**config.mk**
```make
export PLATFORM = sky130hd
export DESIGN_NAME = lru_key_value_cache
export DESIGN_NICKNAME = d
export VERILOG_FILES = /design/src/rtl/lkvc_pkg.sv /design/src/rtl/lkvc_ctrl.sv /design/src/rtl/lkvc_datapath.sv /design/src/rtl/lru_key_value_cache.sv
export SDC_FILE = /design/constraint.sdc
export NUM_CORES = 1
export LEC_CHECK = 0
export BUFFER_PORTS_ARGS = -buffer_cell sky130_fd_sc_hd__buf_2
export CAP_MARGIN = 20
export CORE_MARGIN = 2
export CORE_UTILIZATION = 40
export DETAILED_ROUTE_END_ITERATION = 8
export GPL_TIMING_DRIVEN = 0
export PLACE_DENSITY = 0.65
export SYNTH_ARGS = -nofsm -noshare
export SYNTH_HDL_FRONTEND = slang
export SYNTH_SLANG_ARGS = --single-unit
export TNS_END_PERCENT = 30
```
**constraint.sdc**
```tcl
create_clock -name clk -period 10.3 [get_ports clk]
set_clock_uncertainty 0.15 [all_clocks]
set_input_delay 2.06 -clock clk [delete_from_list [all_inputs] [get_ports clk]]
set_output_delay 2.06 -clock clk [all_outputs]
set_load 0.01 [all_outputs]
```
**src/rtl/lkvc_pkg.sv**
```systemverilog
// Shared types, sizes and controller states of the LRU key/value cache.
package lkvc_pkg;

  localparam int ENTRIES = 16;
  localparam int IDX_W = (ENTRIES > 1) ? $clog2(ENTRIES) : 1;
  localparam int AGE_W = IDX_W;
  localparam int CNT_W = $clog2(ENTRIES + 1);
  localparam int CAP_W = 5;
  localparam logic [CAP_W-1:0] CAP_RESET = 5'd16;

  localparam logic OP_GET = 1'b0;
  localparam logic OP_SET = 1'b1;

  typedef struct packed {
    logic              op;
    logic signed [31:0] lookup_key;
    logic signed [31:0] store_value;
  } in_item_t;

  typedef struct packed {
    logic              hit;
    logic signed [31:0] read_value;
  } out_item_t;

  typedef enum logic [2:0] {
    ST_IDLE,
    ST_SCAN,
    ST_LAST,
    ST_APPLY,
    ST_PUSH
  } state_t;

  typedef struct packed {
    logic start;
    logic scan;
    logic apply;
    logic push;
  } ctrl_cmd_t;

  typedef struct packed {
    logic scan_last;
    logic is_get;
    logic out_free;
  } dp_status_t;

endpackage

```
**src/rtl/lkvc_ctrl.sv**
```systemverilog
// Controller state machine that sequences the scan, update and result of each beat.
module lkvc_ctrl (
  input  logic                clk,
  input  logic                rst_n,
  input  logic                in_valid,
  output logic                in_stall,
  input  lkvc_pkg::dp_status_t status,
  output lkvc_pkg::ctrl_cmd_t  cmd
);

  lkvc_pkg::state_t state_r;
  lkvc_pkg::state_t state_nxt;

  always_ff @(posedge clk) begin
    if (!rst_n) begin
      state_r <= lkvc_pkg::ST_IDLE;
    end else begin
      state_r <= state_nxt;
    end
  end

  always_comb begin
    state_nxt = state_r;
    cmd       = '0;
    in_stall  = 1'b1;
    case (state_r)
      lkvc_pkg::ST_IDLE: begin
        in_stall = 1'b0;
        if (in_valid) begin
          cmd.start = 1'b1;
          state_nxt = lkvc_pkg::ST_SCAN;
        end
      end
      lkvc_pkg::ST_SCAN: begin
        cmd.scan = 1'b1;
        if (status.scan_last) begin
          state_nxt = lkvc_pkg::ST_LAST;
        end
      end
      lkvc_pkg::ST_LAST: begin
        state_nxt = lkvc_pkg::ST_APPLY;
      end
      lkvc_pkg::ST_APPLY: begin
        cmd.apply = 1'b1;
        if (status.is_get) begin
          state_nxt = lkvc_pkg::ST_PUSH;
        end else begin
          state_nxt = lkvc_pkg::ST_IDLE;
        end
      end
      lkvc_pkg::ST_PUSH: begin
        if (status.out_free) begin
          cmd.push  = 1'b1;
          state_nxt = lkvc_pkg::ST_IDLE;
        end
      end
      default: begin
        state_nxt = lkvc_pkg::ST_IDLE;
      end
    endcase
  end

endmodule

```
**src/rtl/lkvc_datapath.sv**
```systemverilog
// Datapath of the cache: key and value memories, recency ranks, scan trackers and result register.
module lkvc_datapath (
  input  logic                       clk,
  input  logic                       rst_n,
  input  logic                       cfg_wr_en,
  input  logic [lkvc_pkg::CAP_W-1:0] cfg_wr_data,
  input  lkvc_pkg::in_item_t         in_data,
  output logic                       out_valid,
  input  logic                       out_stall,
  output lkvc_pkg::out_item_t        out_data,
  input  lkvc_pkg::ctrl_cmd_t        cmd,
  output lkvc_pkg::dp_status_t       status
);

  localparam int IDX_W = lkvc_pkg::IDX_W;
  localparam int AGE_W = lkvc_pkg::AGE_W;
  localparam int CNT_W = lkvc_pkg::CNT_W;
  localparam int ENTRIES = lkvc_pkg::ENTRIES;

  logic [31:0] key_mem [ENTRIES];
  logic [31:0] val_mem [ENTRIES];

  logic [lkvc_pkg::CAP_W-1:0] cap_r;
  logic [ENTRIES-1:0]         valid_r;
  logic [ENTRIES-1:0]         valid_nxt;
  logic [AGE_W-1:0]           age_r   [ENTRIES];
  logic [AGE_W-1:0]           age_nxt [ENTRIES];
  logic [CNT_W-1:0]           count_r;
  logic [CNT_W-1:0]           count_nxt;

  logic              op_r;
  logic [31:0]       key_r;
  logic [31:0]       val_r;
  logic [IDX_W-1:0]  idx_r;
  logic [31:0]       key_q_r;
  logic [IDX_W-1:0]  cmp_idx_r;
  logic              cmp_vld_r;
  logic              found_r;
  logic [IDX_W-1:0]  pos_r;
  logic              free_found_r;
  logic [IDX_W-1:0]  free_r;
  logic              vict_found_r;
  logic [IDX_W-1:0]  vict_r;
  logic [AGE_W-1:0]  vict_age_r;
  logic [31:0]       val_q_r;
  logic              hit_q_r;
  logic              out_valid_r;
  lkvc_pkg::out_item_t out_data_r;

  logic [CNT_W-1:0]  eff_cap;
  logic              is_full;
  logic              do_evict;
  logic              do_insert;
  logic              do_touch;
  logic [IDX_W-1:0]  tgt;
  logic [AGE_W-1:0]  tgt_age;
  logic              cmp_v;

  always_comb begin
    if (cap_r == '0) begin
      eff_cap = CNT_W'(1);
    end else if (int'(cap_r) > ENTRIES) begin
      eff_cap = CNT_W'(ENTRIES);
    end else begin
      eff_cap = CNT_W'(cap_r);
    end
  end

  assign is_full   = (count_r >= eff_cap);
  assign do_evict  = op_r && !found_r && is_full && vict_found_r;
  assign do_insert = op_r && !found_r && !do_evict;
  assign do_touch  = found_r || do_evict;
  assign cmp_v     = valid_r[cmp_idx_r];

  always_comb begin
    if (found_r) begin
      tgt = pos_r;
    end else if (do_evict) begin
      tgt = vict_r;
    end else begin
      tgt = free_r;
    end
  end

  assign tgt_age = age_r[tgt];

  always_comb begin
    valid_nxt = valid_r;
    count_nxt = count_r;
    for (int i = 0; i < ENTRIES; i++) begin
      age_nxt[i] = age_r[i];
      if (do_touch) begin
        if (IDX_W'(i) == tgt) begin
          age_nxt[i] = '0;
        end else if (valid_r[i] && (age_r[i] < tgt_age)) begin
          age_nxt[i] = AGE_W'(age_r[i] + 1'b1);
        end
      end else if (do_insert) begin
        if (IDX_W'(i) == tgt) begin
          age_nxt[i] = '0;
        end else if (valid_r[i]) begin
          age_nxt[i] = AGE_W'(age_r[i] + 1'b1);
        end
      end
    end
    if (do_insert) begin
      valid_nxt[tgt] = 1'b1;
      count_nxt      = CNT_W'(count_r + 1'b1);
    end
  end

  always_ff @(posedge clk) begin
    if (!rst_n) begin
      cap_r   <= lkvc_pkg::CAP_RESET;
      valid_r <= '0;
      count_r <= '0;
      for (int i = 0; i < ENTRIES; i++) begin
        age_r[i] <= '0;
      end
    end else begin
      if (cfg_wr_en) begin
        cap_r <= cfg_wr_data;
      end
      if (cmd.apply) begin
        valid_r <= valid_nxt;
        count_r <= count_nxt;
        for (int i = 0; i < ENTRIES; i++) begin
          age_r[i] <= age_nxt[i];
        end
      end
    end
  end

  always_ff @(posedge clk) begin
    if (cmd.scan) begin
      key_q_r <= key_mem[idx_r];
    end
    if (cmd.apply && op_r) begin
      if (!found_r) begin
        key_mem[tgt] <= key_r;
      end
    end
  end

  always_ff @(posedge clk) begin
    if (cmd.apply) begin
      val_q_r <= val_mem[tgt];
      hit_q_r <= found_r;
      if (op_r) begin
        val_mem[tgt] <= val_r;
      end
    end
  end

  always_ff @(posedge clk) begin
    if (!rst_n) begin
      cmp_vld_r <= 1'b0;
    end else begin
      cmp_vld_r <= cmd.scan;
    end
  end

  always_ff @(posedge clk) begin
    if (cmd.start) begin
      op_r         <= in_data.op;
      key_r        <= in_data.lookup_key;
      val_r        <= in_data.store_value;
      idx_r        <= '0;
      found_r      <= 1'b0;
      free_found_r <= 1'b0;
      vict_found_r <= 1'b0;
    end else begin
      if (cmd.scan) begin
        idx_r <= IDX_W'(idx_r + 1'b1);
      end
      if (cmp_vld_r) begin
        if (cmp_v && (key_q_r == key_r) && !found_r) begin
          found_r <= 1'b1;
          pos_r   <= cmp_idx_r;
        end
        if (!cmp_v && !free_found_r) begin
          free_found_r <= 1'b1;
          free_r       <= cmp_idx_r;
        end
        if (cmp_v && (!vict_found_r || (age_r[cmp_idx_r] > vict_age_r))) begin
          vict_found_r <= 1'b1;
          vict_r       <= cmp_idx_r;
          vict_age_r   <= age_r[cmp_idx_r];
        end
      end
    end
    cmp_idx_r <= idx_r;
  end

  always_ff @(posedge clk) begin
    if (!rst_n) begin
      out_valid_r <= 1'b0;
    end else if (cmd.push) begin
      out_valid_r <= 1'b1;
    end else if (!out_stall) begin
      out_valid_r <= 1'b0;
    end
  end

  always_ff @(posedge clk) begin
    if (cmd.push) begin
      out_data_r.hit        <= hit_q_r;
      out_data_r.read_value <= hit_q_r ? val_q_r : 32'sd0;
    end
  end

  assign out_valid        = out_valid_r;
  assign out_data         = out_data_r;
  assign status.scan_last = (idx_r == IDX_W'(ENTRIES - 1));
  assign status.is_get    = (op_r == lkvc_pkg::OP_GET);
  assign status.out_free  = !out_valid_r || !out_stall;

endmodule

```
**src/rtl/lru_key_value_cache.sv**
```systemverilog
// Top level of the fully associative LRU key/value cache.
//
//   Channel  Direction  Handshake             Payload
//   in_      input      in_valid / in_stall   in_item_t  (op, lookup_key, store_value)
//   out_     output     out_valid / out_stall out_item_t (hit, read_value)
//   cfg_     input      cfg_wr_en             cfg_wr_data (capacity in use)
//
// One beat is taken at a time: each set or get runs the serial key scan over the single
// read port of the key memory, then its update, and a get its result, before the next
// acceptance. A result waits in the output register while the next beat is taken. Reset
// is synchronous and clears all valid marks and the count at once. A get waits in its
// last step while the output register is full and stalled.
module lru_key_value_cache (
  input  logic                       clk,
  input  logic                       rst_n,
  input  logic                       in_valid,
  output logic                       in_stall,
  input  lkvc_pkg::in_item_t         in_data,
  output logic                       out_valid,
  input  logic                       out_stall,
  output lkvc_pkg::out_item_t        out_data,
  input  logic                       cfg_wr_en,
  input  logic [lkvc_pkg::CAP_W-1:0] cfg_wr_data
);

  lkvc_pkg::ctrl_cmd_t  cmd;
  lkvc_pkg::dp_status_t status;

  lkvc_ctrl u_ctrl (
    .clk      (clk),
    .rst_n    (rst_n),
    .in_valid (in_valid),
    .in_stall (in_stall),
    .status   (status),
    .cmd      (cmd)
  );

  lkvc_datapath u_datapath (
    .clk         (clk),
    .rst_n       (rst_n),
    .cfg_wr_en   (cfg_wr_en),
    .cfg_wr_data (cfg_wr_data),
    .in_data     (in_data),
    .out_valid   (out_valid),
    .out_stall   (out_stall),
    .out_data    (out_data),
    .cmd         (cmd),
    .status      (status)
  );

endmodule
```
Word-level counts from Yosys, hierarchy flattened
Memory sizes are Yosys's and may differ from the RTL's. A register that Yosys moved wholly into a read port is not among the register bits.
Cells that the tools add are included.
W data, S select, Z words.
{"block": "totals", "register_bits": 157, "ram_bits": 1088, "input_bits": 75, "output_inout_bits": 35, "word_cells": 298, "mem_count": 3}
{"name": "u_datapath.key_mem", "depth": 16, "word_bits": 32, "rd": 1, "rd_clocked_by_memory_dff": 1, "wr": 1, "line_no": "lkvc_datapath.sv:20", "text": "logic [31:0] key_mem [ENTRIES];"}
{"name": "u_datapath.val_mem", "depth": 16, "word_bits": 32, "rd": 1, "rd_clocked_by_memory_dff": 1, "wr": 1, "line_no": "lkvc_datapath.sv:21", "text": "logic [31:0] val_mem [ENTRIES];"}
{"name": "u_datapath.age_r", "depth": 16, "word_bits": 4, "rd": 18, "rd_clocked_by_memory_dff": 1, "wr": 16, "line_no": "lkvc_datapath.sv:26", "text": "logic [AGE_W-1:0] age_r [ENTRIES];"}
{"block": "classes", "add_sub_neg": 18, "magnitude_cmp": 22, "eq_ne": 25, "n_mux": 144, "bitwise_logic": 18, "n_reduce_logical": 47}
{"operator": "$mux W4", "count": 114}
{"operator": "$add A4 B1 Y4 const B", "count": 17}
{"operator": "$lt A4 B4 Y1", "count": 16}
{"operator": "$eq A32 B32 Y1", "count": 1}
{"operator": "$eq A4 B4 Y1 const A", "count": 8}
{"operator": "$logic_and A1 B1 Y1", "count": 26}
{"operator": "$mux W1", "count": 21}
{"operator": "$eq A3 B4 Y1 const A", "count": 4}
{"operator": "$or A1 B1 Y1", "count": 16}
{"operator": "$or A16 B16 Y16", "count": 1}
{"operator": "$pmux W3 S5", "count": 1}
{"operator": "$mux W3", "count": 4}
{"operator": "$reduce_and A3 Y1", "count": 4}
{"operator": "$lt A4 B5 Y1 const B", "count": 2}
{"operator": "$mux W5", "count": 2}
{"operator": "$eq A2 B4 Y1 const A", "count": 2}
{"operator": "$reduce_and A2 Y1", "count": 4}
{"operator": "$logic_not A1 Y1", "count": 7}
{"operator": "$eq A3 B2 Y1 const B", "count": 2}
{"operator": "$ne A2 B2 Y1 const B", "count": 3}
{"operator": "$add A5 B1 Y5 const B", "count": 1}
{"operator": "$ge A5 B5 Y1", "count": 1}
{"operator": "$gt A5 B5 Y1 const B", "count": 1}
{"operator": "$logic_not A5 Y1", "count": 1}
{"operator": "other kinds (13)", "count": 15}

Logic depth before layout (Yosys ltp)
An unclocked memory read counts as a cell.
{"block": "logic_depth", "ltp_word": 15, "depth_mapped": 21, "mapped_depth_nobuf": 18}

By module
Synthesis repeated with hierarchy kept, for this count alone.
{"block": "unflattened", "hier_cells": 2828, "hier_area_um2": 53556.4}
{"mod": "lkvc_datapath", "instances": 1, "cells_per_inst": 2803, "area_each_um2": 53336.2, "seq_area_each_um2": 38827.2}
{"mod": "lkvc_ctrl", "instances": 1, "cells_per_inst": 25, "area_each_um2": 220.2, "seq_area_each_um2": 60.1}

Worst setup path after synthesis
No wires, ideal clock.
{"block": "synth_timing", "path_kind": "register to register", "startpoint": "reg, netlist name u_datapath.cap_r[1]", "endpoint": "mem u_datapath.age_r[5][0] in the netlist's numbering (enable)", "setup_time_ns": 0.361, "arrival_ns": 4.908, "setup_slack_ns": 4.880, "path_stages_with_launch": 18, "period_less_slack_ns": 5.420, "cell_sequence": "dfxtp_1 > nor3_1 > nor2_1 > nor2_1 > ha_1 > nor2b_1 > o21ai_2 > a21o_2 > a221oi_2 > buf_2 > buf_2 > buf_2 > nand3_1 > a311oi_1 > ha_1 > a2111oi_0 > a211oi_1 > o21ai_0"}
{"element": "end, declared", "line_no": "lkvc_datapath.sv:26"}

==> run_results.csv <==
group,metric,value,unit
global_routing,grt_pass1_vias,30021,
placement,pre_cts_ws,4268,ps
run,drv_cap,0,
floorplanning,start_util,40.14,%
power,ir_worst_vdd,0.0001685,V
clock_network,clock-sinks,1309,
worst_setup_path,slowest_delay,880,ps
floorplanning,dieWidth,366.5,µm
synthesis,synth_ff_type,"edfxtp_1",
cells_and_area,final_common_cell,"edfxtp_1",
cells_and_area,drive_above_1_share,16.72,%
worst_setup_path,r2r_slack,4140,ps
sta,setup_violations,0,
sta,fmax,0.1622,GHz
worst_setup_path,cp_max_fo,16,
worst_setup_path,critPathTopFamily,"simple AND/OR/NAND/NOR gates",
power,p_int,9.608,mW
clock_network,cts_max_path_buffers,3,
worst_setup_path,cp.required,10540,ps
clock_network,cts_max_level,4,
worst_setup_path,cp.depth,19,
floorplanning,pin_count,110,
synthesis,seq_area_frac_synth,73.97,%
clock_network,root_buffer,"clkbuf_16",
clock_network,hold_buffers,0,
worst_setup_path,endpoint_kind,"flop",
sta,slew_headroom,25.20,%
cells_and_area,nets,3794,
cells_and_area,final_cell_mix,"1,267 x edfxtp_1, 623 x nand2_1, 422 x nand3_1, 185 x mux4_2, 147 x buf_2",
synthesis,synthCells,3343,
routing,vias_per_cell,5.594,
min_path,holdPathStages,0,
power,pwr-share-seq,48.3,%
power,swShare,25.02,%
power,switchingPower,3.206,mW
clock_network,clkTransAtPathRegs,60,ps
routing,route.vias.total,30805,
sta,min_period,6164,ps
global_routing,grt_overflow,0,
sta,tightest_slew,1122,ps
sta,maxSlewViolCount,0,
clock_network,numCtsBuffers,136,
synthesis,synth_edf_count,1267,
worst_setup_path,worst-r2r-cell-count,19,
floorplanning,die-area,0.1343,mm²
power,combPwrFrac,13.7,%
routing,route.detailed.drc,0,
global_routing,grt_pass1_wl,200400,µm
sta,rsz0062_at_grt,"false",
worst_setup_path,path_cells,"nor3_1 -> nor2_1 -> nor2_1 -> ha_1 -> nor2b_1 -> o21ai_2 -> a21o_2 -> a221oi_2 -> buf_2 -> buf_2 -> nand2_1 -> nand3_1 -> a21oi_1 -> or4_1 -> ha_1 -> or4b_2 -> a211oi_1 -> nand2_1 -> a31oi_1",
global_routing,grt_use_total,20.22,%
power,p_per_area,210.0,mW/mm²
floorplanning,row_count,133,
power,p_clk_share,37.9,%
floorplanning,core_area,0.1310,mm²
synthesis,ys_ff_latch,1309,
sta,finalCritPeriodShare,59.85,%
worst_setup_path,timing.critical_path.buf_inv,2,
clock_network,cts_tree,"yes",
worst_setup_path,start_kind,"flop",
cells_and_area,syn2layout_area_growth,16.07,%
power,leakagePower,20.16,nW
min_path,hold_path_class,"reg2reg",
synthesis,syn_area_per_cell,15.73,µm²
routing,ant_nets,0,
worst_setup_path,slowest_stage,"or4_1",
synthesis,syn-num-nets,3493,
synthesis,synth_cell_types,61,
sta,setup_tns,0,ps
routing,drtIter0Drc,4139,
sta,hold_violations,0,
placement,place_hpwl,86890,µm
worst_setup_path,crit_arrival,6410,ps
run_status,status,"completed",
clock_network,cts_resized,0,
placement,globalplace.congestion,0.8997,
floorplanning,fp.dieH,366.5,µm
synthesis,syn_area,0.05257,mm²
routing,dr.pass1.iters,7,
cells_and_area,fill_cells,11066,
global_routing,antenna_found_initial,6,
sta,fin_ws,4136,ps
clock_network,insertion_delay,770,ps
synthesis,synthArstFlopShare,0,%
worst_setup_path,critical_path_class,"reg2reg",
clock_network,post_cts_buffers,0,
synthesis,synth_warnings,0,
routing,wl,137300,µm
global_routing,grt_max_degree,46,
routing,wire_per_inst,24.93,µm
placement,port_buffers,108,
-- stage by stage --
step	instance area (µm²)	total power, mW	hold WS [ps]	instances	util [%]
after CTS	60870	12.86	200.6	5495	46.48
final	61020	12.81	200.1	5507	46.59
after global routing	61010	13.23	220.1	5505	46.59
after floorplan	52570	7.393	179.0	3343	-
after global placement	55310	7.971	182.9	5206	42.23
after detailed placement	56500	8.033	187.7	5251	43.14
-- logic make-up after synthesis --
family | Yosys count | share of synthesized area (%)
flops | 1309 | 73.97
simple gates | 1324 | 11.20
compound gates | 161 | 2.097
fa+ha+maj | 75 | 1.785
xor+xnor | 72 | 1.200
buf+inv | 207 | 1.635
mux | 195 | 8.116
-- state kept, by name, indices dropped and copies added, names as in the netlist, 3 cells and up --
signal                 count
u_datapath.idx_r           4
u_datapath.cap_r           5
u_datapath.key_mem       512
u_datapath.val_r          32
u_datapath.key_q_r        32
u_datapath.out_data       33
u_datapath.val_mem       512
u_datapath.count_r         5
u_ctrl.state_r             3
u_datapath.free_r          4
u_datapath.pos_r           4
u_datapath.vict_r          4
u_datapath.valid_r        16
u_datapath.cmp_idx_r       4
u_datapath.val_q_r        32
u_datapath.age_r          64
u_datapath.vict_age_r      4
u_datapath.key_r          32
-- metal layers --
metal	vias up	part of all wire, %	GRT usage, %	routed length, µm
met3	222	8.8	3.176	12130
met4	2	2.6	6.505	3541
met5	-	0.0080	0	11
met2	1589	47	32.17	64940
met1	15637	41	28.58	56700
li1	13355	-	-	-
-- power by group through the flow --
stage / Sequential (mW) / Combinational, mW / Clock, mW
final: 6.19 / 1.76 / 4.86
after floorplan: 6.23 / 1.16 / 0
after CTS: 6.19 / 1.74 / 4.93
after detailed placement: 6.30 / 1.73 / 0
after global placement: 6.30 / 1.67 / 0
after global routing: 6.21 / 1.88 / 5.13
-- worst paths after layout --
| check | startpoint | end |
|---|---|---|
| setup / recovery | u_datapath.cap_r[1]$_SDFFE_PN0P_ | u_datapath.age_r[0][3]$_SDFFCE_PN0P_ |
| hold / removal | u_datapath.idx_r[3]$_SDFFE_PP0P_ | u_datapath.cmp_idx_r[3]$_DFF_P_ |
| setup reg to reg | u_datapath.cap_r[1]$_SDFFE_PN0P_ | u_datapath.age_r[0][3]$_SDFFCE_PN0P_ |
| hold reg to reg | u_datapath.idx_r[3]$_SDFFE_PP0P_ | u_datapath.cmp_idx_r[3]$_DFF_P_ |
-- final cells by class --
| class | count | area [µm²] | area share (%) |
|---|---|---|---|
| inverters | 30 | 115.1 | 0.1886 |
| clock inverters | 72 | 740.7 | 1.214 |
| flip-flops and latches | 1309 | 38890 | 63.73 |
| repair buffers | 163 | 1597 | 2.616 |
| multi-input cells | 1827 | 13100 | 21.46 |
| clock buffers | 172 | 3633 | 5.955 |
| plain buffers | 177 | 747.0 | 1.224 |
| diodes | 2 | 5.005 | 0.008202 |
| well taps | 1755 | 2196 | 3.599 |
-- cell usage after synthesis (3+ instances only) --
cell / instances / area (µm²)
a21oi_1: 36 / 180.2
mux4_2: 185 / 4167
nor2_1: 139 / 521.8
and2_1: 40 / 250.2
o21a_1: 11 / 82.58
nand3_1: 422 / 2112
buf_6: 3 / 33.78
o211ai_1: 8 / 60.06
xnor2_1: 26 / 227.7
and3_1: 3 / 18.77
inv_1: 30 / 112.6
a21boi_0: 3 / 22.52
buf_1: 21 / 78.83
edfxtp_1: 1267 / 38050
a32oi_1: 4 / 35.03
nand2b_1: 12 / 75.07
o22ai_1: 6 / 37.54
dfxtp_1: 42 / 840.8
a31oi_1: 8 / 50.05
ha_1: 75 / 938.4
nor4_1: 7 / 43.79
nand2_1: 623 / 2338
nand4_1: 38 / 237.7
nor3_1: 6 / 30.03
o21ai_0: 36 / 180.2
buf_2: 39 / 195.2
nand4b_1: 6 / 52.55
a2111oi_0: 11 / 96.34
buf_4: 3 / 22.52
xor2_1: 46 / 402.9
nor2b_1: 16 / 100.1
o21ai_1: 4 / 20.02
clkbuf_1: 111 / 416.7
mux2i_1: 10 / 100.1
a211oi_1: 13 / 97.59
No activity file was read; power rests on OpenSTA's default activity.
